==> config.mk <==
export PLATFORM = sky130hd
export DESIGN_NAME = four_digit_seven_segment_mux
export DESIGN_NICKNAME = d
export VERILOG_FILES = /design/src/rtl/fdssm_pkg.sv /design/src/rtl/four_digit_seven_segment_mux.sv
export SDC_FILE = /design/constraint.sdc
export NUM_CORES = 2
export LEC_CHECK = 0
export ABC_AREA = 1
export CORE_ASPECT_RATIO = 1.25
export CORE_MARGIN = 2
export CORE_UTILIZATION = 61
export CTS_CLUSTER_DIAMETER = 40
export CTS_CLUSTER_SIZE = 40
export DETAILED_ROUTE_END_ITERATION = 10
export DONT_BUFFER_PORTS = 1
export GPL_TIMING_DRIVEN = 0
export PLACE_DENSITY = 0.89
export SYNTH_ARGS = -nofsm -noshare
export SYNTH_HDL_FRONTEND = slang
export SYNTH_SLANG_ARGS = --single-unit
export TNS_END_PERCENT = 5
==> constraint.sdc <==
create_clock -name clk -period 5.7 [get_ports clk]
set_input_delay 0.285 -clock clk [delete_from_list [all_inputs] [get_ports clk]]
set_output_delay 0.285 -clock clk [all_outputs]
set_load 0.01 [all_outputs]
==> src/rtl/fdssm_pkg.sv <==
// shared types, constants and segment decode for the display driver
// no dependencies
`default_nettype none

package fdssm_pkg;

  localparam int unsigned DIGIT_COUNT = 4;
  localparam int unsigned DIGIT_IDX_W = $clog2(DIGIT_COUNT);

  localparam int unsigned CFG_INDEX_W = 2;
  localparam int unsigned CFG_DATA_W  = 16;

  // configuration register indexes
  localparam logic [CFG_INDEX_W-1:0] REG_SLOT_LENGTH = 2'd0;
  localparam logic [CFG_INDEX_W-1:0] REG_BRIGHTNESS  = 2'd1;
  localparam logic [CFG_INDEX_W-1:0] REG_DP_POSITION = 2'd2;

  localparam logic [15:0] SLOT_LENGTH_RST = 16'd4999;
  localparam logic [6:0]  BRIGHTNESS_RST  = 7'd100;
  localparam logic [1:0]  DP_POSITION_RST = 2'd3;
  localparam logic [6:0]  BRIGHTNESS_MIN  = 7'd5;
  localparam logic [6:0]  BRIGHTNESS_MAX  = 7'd100;

  localparam logic        MODE_TICK = 1'b0;
  localparam logic        MODE_LOAD = 1'b1;

  localparam logic [7:0]  SEG_RST     = 8'hFF;
  localparam logic [7:0]  SEG_DP      = 8'h20;
  localparam logic [3:0]  DIGIT_ERROR = 4'hE;
  localparam logic [15:0] VALUE_MAX   = 16'd9999;

  // floor division by reciprocal multiply, exact over the full input range
  localparam logic [16:0] RECIP_10      = 17'd104858;
  localparam int unsigned SHIFT_10      = 20;
  localparam logic [16:0] RECIP_100     = 17'd83887;
  localparam int unsigned SHIFT_100     = 23;
  localparam logic [16:0] RECIP_1000    = 17'd67109;
  localparam int unsigned SHIFT_1000    = 26;
  localparam logic [23:0] RECIP_PERCENT = 24'd10737419;
  localparam int unsigned SHIFT_PERCENT = 30;

  // cycles for the brightness compare pipeline to refill
  localparam logic [2:0]  SETTLE_CYCLES = 3'd4;

  typedef struct packed {
    logic        mode;
    logic [15:0] value;
  } in_item_t;

  typedef struct packed {
    logic [7:0]             segments;
    logic [DIGIT_COUNT-1:0] digit_enable;
    logic [DIGIT_IDX_W-1:0] active_index;
  } out_item_t;

  function automatic logic [7:0] seg_pattern(input logic [3:0] code);
    logic [7:0] pat;
    unique case (code)
      4'h0: pat = 8'hD7;
      4'h1: pat = 8'h11;
      4'h2: pat = 8'h8F;
      4'h3: pat = 8'h9B;
      4'h4: pat = 8'h59;
      4'h5: pat = 8'hDA;
      4'h6: pat = 8'hDE;
      4'h7: pat = 8'h91;
      4'h8: pat = 8'hDF;
      4'h9: pat = 8'hDB;
      4'hA: pat = 8'hDD;
      4'hB: pat = 8'h5E;
      4'hC: pat = 8'hC6;
      4'hD: pat = 8'h1F;
      4'hE: pat = 8'hCE;
      4'hF: pat = 8'hCC;
      default: pat = 8'hCC;
    endcase
    return pat;
  endfunction

endpackage

`default_nettype wire

==> src/rtl/four_digit_seven_segment_mux.sv <==
// four-digit multiplexed seven-segment display driver
// an item passes through s1, s2 and the output register; throughput one item per cycle
// while nothing stalls; the brightness compare comes from a 4-stage multiply pipeline;
// after reset and after each config write the input stalls while it refills
// reset: counter 0, digit 0 selected and lit, all segments on, digits zero,
// slot length 4999, brightness 100 percent, decimal point position 3
`default_nettype none

module four_digit_seven_segment_mux (
  input  wire logic                                clk,
  input  wire logic                                rst,
  input  wire logic                                in_valid,
  output logic                                     in_stall,
  input  wire fdssm_pkg::in_item_t                 in_data,
  output logic                                     out_valid,
  input  wire logic                                out_stall,
  output fdssm_pkg::out_item_t                     out_data,
  input  wire logic                                cfg_valid,
  output logic                                     cfg_ready,
  input  wire logic [fdssm_pkg::CFG_INDEX_W-1:0]   cfg_index,
  input  wire logic [fdssm_pkg::CFG_DATA_W-1:0]    cfg_data
);

  // configuration
  logic [15:0] slot_length;
  logic [6:0]  brightness;
  logic [1:0]  dp_position;
  logic        cfg_write;

  // compare pipeline
  logic [16:0] slot_ticks;
  logic [6:0]  percent;
  logic [23:0] on_product;
  logic [47:0] percent_mul;
  logic [15:0] on_ticks;
  logic [15:0] compare;
  logic [2:0]  settle;
  logic [6:0]  percent_clamped;

  // item pipeline
  logic                s1_valid;
  fdssm_pkg::in_item_t s1_item;
  logic [32:0]         div10_mul;
  logic [32:0]         div100_mul;
  logic [32:0]         div1000_mul;
  logic                s2_valid;
  logic                s2_mode;
  logic                s2_over;
  logic [3:0]          s2_v_lo;
  logic [3:0]          s2_q1;
  logic [3:0]          s2_q2;
  logic [3:0]          s2_q3;
  logic                out_free;
  logic                s2_free;
  logic                s1_free;
  logic                s2_move;
  logic                in_accept;

  // display state
  logic [15:0]                       slot_counter;
  logic [15:0]                       slot_counter_next;
  logic [fdssm_pkg::DIGIT_IDX_W-1:0] current_digit;
  logic [fdssm_pkg::DIGIT_IDX_W-1:0] current_digit_next;
  logic [fdssm_pkg::DIGIT_IDX_W-1:0] digit_after;
  logic [3:0]                        digit_values      [fdssm_pkg::DIGIT_COUNT];
  logic [3:0]                        digit_values_next [fdssm_pkg::DIGIT_COUNT];
  logic                              digit_lit;
  logic                              digit_lit_next;
  logic [7:0]                        segment_latch;
  logic [7:0]                        segment_latch_next;
  logic [7:0]                        after_pattern;

  // low nibble of 10 * q
  function automatic logic [3:0] times10_lo(input logic [3:0] q);
    return {q[0], 3'b000} + {q[2:0], 1'b0};
  endfunction

  assign cfg_ready = 1'b1;
  assign cfg_write = cfg_valid && cfg_ready;

  always_ff @(posedge clk) begin
    if (rst) begin
      slot_length <= fdssm_pkg::SLOT_LENGTH_RST;
      brightness  <= fdssm_pkg::BRIGHTNESS_RST;
      dp_position <= fdssm_pkg::DP_POSITION_RST;
    end else if (cfg_write) begin
      unique case (cfg_index)
        fdssm_pkg::REG_SLOT_LENGTH: slot_length <= cfg_data;
        fdssm_pkg::REG_BRIGHTNESS:  brightness  <= cfg_data[6:0];
        fdssm_pkg::REG_DP_POSITION: dp_position <= cfg_data[1:0];
        default: ;
      endcase
    end
  end

  always_comb begin
    if (brightness > fdssm_pkg::BRIGHTNESS_MAX) begin
      percent_clamped = fdssm_pkg::BRIGHTNESS_MAX;
    end else if (brightness < fdssm_pkg::BRIGHTNESS_MIN) begin
      percent_clamped = fdssm_pkg::BRIGHTNESS_MIN;
    end else begin
      percent_clamped = brightness;
    end
  end

  // compare = (slot_length + 1) * percent / 100 - 1, all mod 2^16
  assign percent_mul = {24'd0, on_product} * {24'd0, fdssm_pkg::RECIP_PERCENT};

  always_ff @(posedge clk) begin
    slot_ticks <= {1'b0, slot_length} + 17'd1;
    percent    <= percent_clamped;
    on_product <= {7'd0, slot_ticks} * {17'd0, percent};
    on_ticks   <= percent_mul[fdssm_pkg::SHIFT_PERCENT +: 16];
    compare    <= on_ticks - 16'd1;
  end

  always_ff @(posedge clk) begin
    if (rst) begin
      settle <= fdssm_pkg::SETTLE_CYCLES;
    end else if (cfg_write) begin
      settle <= fdssm_pkg::SETTLE_CYCLES;
    end else if (settle != 3'd0) begin
      settle <= settle - 3'd1;
    end
  end

  // handshake chain
  assign out_free  = !out_valid || !out_stall;
  assign s2_free   = !s2_valid || out_free;
  assign s1_free   = !s1_valid || s2_free;
  assign s2_move   = s2_valid && out_free;
  assign in_stall  = !s1_free || cfg_valid || (settle != 3'd0);
  assign in_accept = in_valid && !in_stall;

  always_ff @(posedge clk) begin
    if (rst) begin
      s1_valid <= 1'b0;
    end else if (s1_free) begin
      s1_valid <= in_accept;
    end
  end

  always_ff @(posedge clk) begin
    if (s1_free) begin
      s1_item <= in_data;
    end
  end

  // quotients by 10, 100 and 1000 in parallel, only low nibbles kept
  assign div10_mul   = {17'd0, s1_item.value} * {16'd0, fdssm_pkg::RECIP_10};
  assign div100_mul  = {17'd0, s1_item.value} * {16'd0, fdssm_pkg::RECIP_100};
  assign div1000_mul = {17'd0, s1_item.value} * {16'd0, fdssm_pkg::RECIP_1000};

  always_ff @(posedge clk) begin
    if (rst) begin
      s2_valid <= 1'b0;
    end else if (s2_free) begin
      s2_valid <= s1_valid;
    end
  end

  always_ff @(posedge clk) begin
    if (s2_free) begin
      s2_mode <= s1_item.mode;
      s2_over <= s1_item.value > fdssm_pkg::VALUE_MAX;
      s2_v_lo <= s1_item.value[3:0];
      s2_q1   <= div10_mul[fdssm_pkg::SHIFT_10 +: 4];
      s2_q2   <= div100_mul[fdssm_pkg::SHIFT_100 +: 4];
      s2_q3   <= div1000_mul[fdssm_pkg::SHIFT_1000 +: 4];
    end
  end

  assign digit_after = current_digit + 1'b1;

  // decimal point sits on internal digit three minus the user position
  always_comb begin
    after_pattern = fdssm_pkg::seg_pattern(digit_values[digit_after]);
    if (digit_after == ~dp_position) begin
      after_pattern = after_pattern | fdssm_pkg::SEG_DP;
    end
  end

  always_comb begin
    slot_counter_next  = slot_counter;
    current_digit_next = current_digit;
    digit_lit_next     = digit_lit;
    segment_latch_next = segment_latch;
    for (int i = 0; i < fdssm_pkg::DIGIT_COUNT; i++) begin
      digit_values_next[i] = digit_values[i];
    end
    if (s2_move) begin
      if (s2_mode == fdssm_pkg::MODE_LOAD) begin
        if (s2_over) begin
          for (int i = 0; i < fdssm_pkg::DIGIT_COUNT; i++) begin
            digit_values_next[i] = fdssm_pkg::DIGIT_ERROR;
          end
        end else begin
          digit_values_next[0] = s2_v_lo - times10_lo(s2_q1);
          digit_values_next[1] = s2_q1 - times10_lo(s2_q2);
          digit_values_next[2] = s2_q2 - times10_lo(s2_q3);
          digit_values_next[3] = s2_q3;
        end
      end else begin
        // a counter above a lowered slot length also ends the slot
        if (slot_counter >= slot_length) begin
          slot_counter_next  = 16'd0;
          current_digit_next = digit_after;
          segment_latch_next = after_pattern;
          digit_lit_next     = 1'b1;
        end else begin
          slot_counter_next = slot_counter + 16'd1;
        end
        if (slot_counter_next == compare) begin
          digit_lit_next = 1'b0;
        end
      end
    end
  end

  always_ff @(posedge clk) begin
    if (rst) begin
      slot_counter  <= 16'd0;
      current_digit <= '0;
      digit_lit     <= 1'b1;
      segment_latch <= fdssm_pkg::SEG_RST;
      for (int i = 0; i < fdssm_pkg::DIGIT_COUNT; i++) begin
        digit_values[i] <= 4'd0;
      end
    end else begin
      slot_counter  <= slot_counter_next;
      current_digit <= current_digit_next;
      digit_lit     <= digit_lit_next;
      segment_latch <= segment_latch_next;
      for (int i = 0; i < fdssm_pkg::DIGIT_COUNT; i++) begin
        digit_values[i] <= digit_values_next[i];
      end
    end
  end

  always_ff @(posedge clk) begin
    if (rst) begin
      out_valid <= 1'b0;
    end else if (out_free) begin
      out_valid <= s2_valid;
    end
  end

  always_ff @(posedge clk) begin
    if (s2_move) begin
      out_data.segments     <= segment_latch_next;
      out_data.digit_enable <= digit_lit_next ?
          (fdssm_pkg::DIGIT_COUNT'(1) << current_digit_next) : '0;
      out_data.active_index <= current_digit_next;
    end
  end

endmodule

`default_nettype wire

==> summary.md <==
| Metric | Value |
|---|---|
| Synth Register Bits | just over 200 |
| Clock buffer count from CTS | 30 |
| Global route total overflow | 0 |
| First-pass GRT wire length | ~150 mm |
| CTS clock-pin slew for the worst setup and hold paths | 0.06 ns |
| Synth-to-Final Area Change | 11.9% |
| DP HPWL | approximately 70 mm |
| Worst setup path endpoint | on_ticks[1]$_DFF_P_ |
| Core footprint | ~54000 um^2 |
| Drc violations | 0 |
| Final setup vio count | 18 |
| Post-synthesis simple-gate area fraction | just over 10% |
| NumNets Final | between 5000 and 6000 |
| Top FF cell, synth | dfxtp_1 |
| Post-Synth XOR/XNOR Area | under 10% |
| RR Endpoint | on_ticks[1]$_DFF_P_ |
| Layout Cells excl Fill | approximately 4600 |
| Critical path's slowest cell | fa_1 |
| Post-Synth Adder-Cell Area | a little over half |
| Post-route setup slack | -1.06 ns |
| CTS tree | built |
| Minimum clock period | 6.76 ns |
| Most frequent cells in the layout | 1015 x inv_1, 599 x ha_1, 487 x fa_1, 428 x nand2_1, 163 x nor2_1 |
| Initial antenna violation count | 8 |
| Syn Inst Count | 3712 |
| CP Launch Type | register |
| Slew @ Worst Pin | between 1 and 1.5 ns |
| Largest family of logic cells by synthesized area | adder cells |
| Crit Path Max Fanout | 4 |
| GR Util All Layers | 34.8% |
| Via Count | approximately 27000 |
| Wirelength, routed | 104 mm |
| Violations in the final reports | setup timing |
| Cell variety after synth | 60 |
| Rel. slew slack | between 20% and 30% |
| Crit. Startpoint | on_product[6]$_DFF_P_ |
| Syn_area_per_cell | ~9.0 um^2 |
| Post-synth EDFFs | 65 |
| CTS H-tree depth | 1 |
| Status | complete, but fails checks |
| Most common cell after layout, fill and taps aside | inv_1 |
| I/O Buffers | 0 |
| Syn_nets | around 4900 |
| Pre-antenna DRT Iters | 9 |
| Share of cells above drive strength 1 | under 10% |
| Synth Area in Compound Gates | under 10% |
| Post-route ant nets | 0 |
| Setup TNS | -13.69 ns |
| Synth warnings | 0 |
| CTS sink cnt | slightly above 200 |
| Worst path max stage delay | 1.05 ns |
| Slew Viols, Final | 0 |
| Vias in the first global route | between 20000 and 30000 |
| Maximum number of pins on one net before global-route repair | 20 |
| Finished Cell Area | approximately 37000 um^2 |
| Initial Util | around three fifths |
| Row Count | 95 |
| Max-cap viol count | 0 |
| WHS Path Cells | 2 |
| DP Area | around 34000 um^2 |
| Vias per cell | roughly 5.9 |
| Reg2Reg Launch Point | on_product[6]$_DFF_P_ |
| Starting DRC count in detailed routing | about 2800 |
| Die W | about 210 um |
| Mux contribution to synthesized area | 0% |
| Die area | 56700 um^2 |
| Fmax | between 0.1 and 0.15 GHz |
| RD Place Congestion | 0.973 |
| Worst EP required | between 6 and 7 ns |
| CP dominant cell by count | fa_1 |
| Layout Skew | about 0.014 ns |
| Crit Path Class | reg2reg |
| Stages on worst setup path | 21 |
| RSZ-0062 raised after global routing | true |
| Post-Syn Area | between 30000 and 40000 um^2 |
| Post-synthesis sequential area ratio | about 14% |
| CP top delay family | adder cells |
| DP Cell Count | between 4000 and 5000 |
| Clock Tree Root | clkbuf_16 |
| Die height | roughly 270 um |
| DR WL/cell | about 22 um |
| Worst-Skew Late Latency | ~0.59 ns |
| Final Hold Viols | 0 |
| R2r worst-path depth | 21 |
| Worst Path Arrival | 7.22 ns |
| Async S/R FF share, synth | 0% |
| Worst reg2reg setup slack | -1.06 ns |
| Fill cells | ~3500 |
| Crit. End Element | register |
| Clock tree buffer depth | 3 |
| Worst Path Buf+Inv | 6 |
| IO Count | 57 |
| Worst path cell trace | buf_6 > buf_4 > ha_1 > ha_1 > inv_1 > fa_1 > inv_1 > fa_1 > fa_1 > fa_1 > inv_1 > fa_1 > inv_1 > ha_4 > a21oi_1 > o21ai_0 > a21oi_1 > nand2_1 > a21boi_2 > o21ai_0 > xor2_1 |
| Worst hold path class | in2reg |
| Final period util | 119% |
-- registers in the layout, indices dropped and copies added, names as in the netlist, 14 cells and up --
name          flops
compare          16
on_ticks         16
digit_values     16
s1_item          17
slot_ticks       17
out_data         14
on_product       24
slot_counter     16
slot_length      16
-- worst min path at each step --
| stage | startpoint | end | slack, ns |
|---|---|---|---|
| finish | cfg_index[1] | brightness[2]$_SDFFE_PP1P_ | 0.03 |
| global route | cfg_index[0] | slot_length[1]$_SDFFE_PP1P_ | 0.02 |
| CTS | cfg_index[1] | brightness[2]$_SDFFE_PP1P_ | 0.0005 |
| detailed placement | in_data[16] | s1_item[16]$_DFFE_PN_ | 0.38 |
| global placement | in_data[14] | s1_item[14]$_DFFE_PN_ | 0.38 |
| floorplan | in_data[0] | s1_item[0]$_DFFE_PN_ | 0.38 |
-- metrics by stage --
stage / util, % / worst slack, ns / hold WS, ns
after floorplan: - / 0.0612 / 0.384
after global placement: 63.7 / -0.688 / 0.384
after detailed placement: 63.7 / -0.788 / 0.384
after CTS: 68.0 / -0.0182 / 0.000456
after global routing: 69.3 / -1.26 / 0.0242
final: 69.4 / -1.06 / 0.0308
-- routing by layer --
layer  vias up  share of wire [%]  track usage [%]
met1     13000                 31             35.9
met3       814                 12             8.51
met2      1737                 47             59.0
met4        14                 11             29.5
li1      11800                  -                -
met5         -               0.36                0
-- kinds of logic (layout without fill, tap and decap cells) --
logic type,count (synthesis),count (layout)
fa+ha+maj,1143,1143
buf+inv,1061,1240
simple gates,799,799
compound gates,381,381
flops,203,203
xor+xnor,124,124
other cells,1,6
-- repair_timing --
item / 4_1_cts / 5_1_grt
resized for setup: 108 / 99
endpoints found under the setup margin: 25 / 28
hold buffers: 40 / 0
endpoints found under the hold margin: 46 / 0
pin swaps: 14 / 45
buffers inserted: 47 / 35
-- synthesized netlist by cell type, types with 2 or more instances --
cell / count / area, um^2
or2_2: 6 / 37.5
a311oi_1: 2 / 17.5
dfxtp_1: 138 / 2760
o221ai_1: 5 / 43.8
clkbuf_1: 27 / 101
nor2_4: 2 / 22.5
nand2_2: 9 / 56.3
nor2_1: 176 / 661
nand3_2: 5 / 50.1
o2111ai_1: 3 / 26.3
o21ai_1: 2 / 10.0
nor3_1: 24 / 120
nand3_1: 83 / 415
and3_1: 2 / 12.5
nand4_1: 27 / 169
a211oi_1: 6 / 45.0
inv_1: 1025 / 3850
nor4_1: 12 / 75.1
inv_2: 3 / 11.3
xor2_1: 88 / 771
nor4_2: 2 / 25.0
buf_4: 2 / 15.0
a21o_1: 13 / 97.6
o21ai_0: 112 / 561
ha_1: 642 / 8030
xnor2_1: 35 / 307
o31ai_1: 6 / 45.0
a21oi_1: 172 / 861
nand2_1: 435 / 1630
o211ai_1: 19 / 143
nor2_2: 6 / 37.5
buf_2: 2 / 10.0
fa_1: 501 / 10000
o21a_1: 6 / 45.0
o21bai_1: 9 / 67.6
a31oi_1: 13 / 81.3
a221oi_1: 4 / 35.0
a21boi_0: 2 / 15.0
edfxtp_1: 65 / 1950
-- final cells by class --
| cell class | instances | area (um^2) | area share, % |
|---|---|---|---|
| multi-input combinational | 2448 | 25500 | 68.1 |
| sequential | 203 | 4800 | 12.8 |
| inverter | 1029 | 3870 | 10.3 |
| timing repair buffer | 123 | 1150 | 3.08 |
| tap | 727 | 910 | 2.43 |
| clock buffer | 33 | 793 | 2.12 |
| clock inverter | 23 | 273 | 0.729 |
| buffer | 32 | 140 | 0.374 |
| antenna | 5 | 12.5 | 0.0334 |
Power is left out: the tool's default activity adds up to more than one toggle a clock period on the data nets, which glitch-free logic cannot reach.
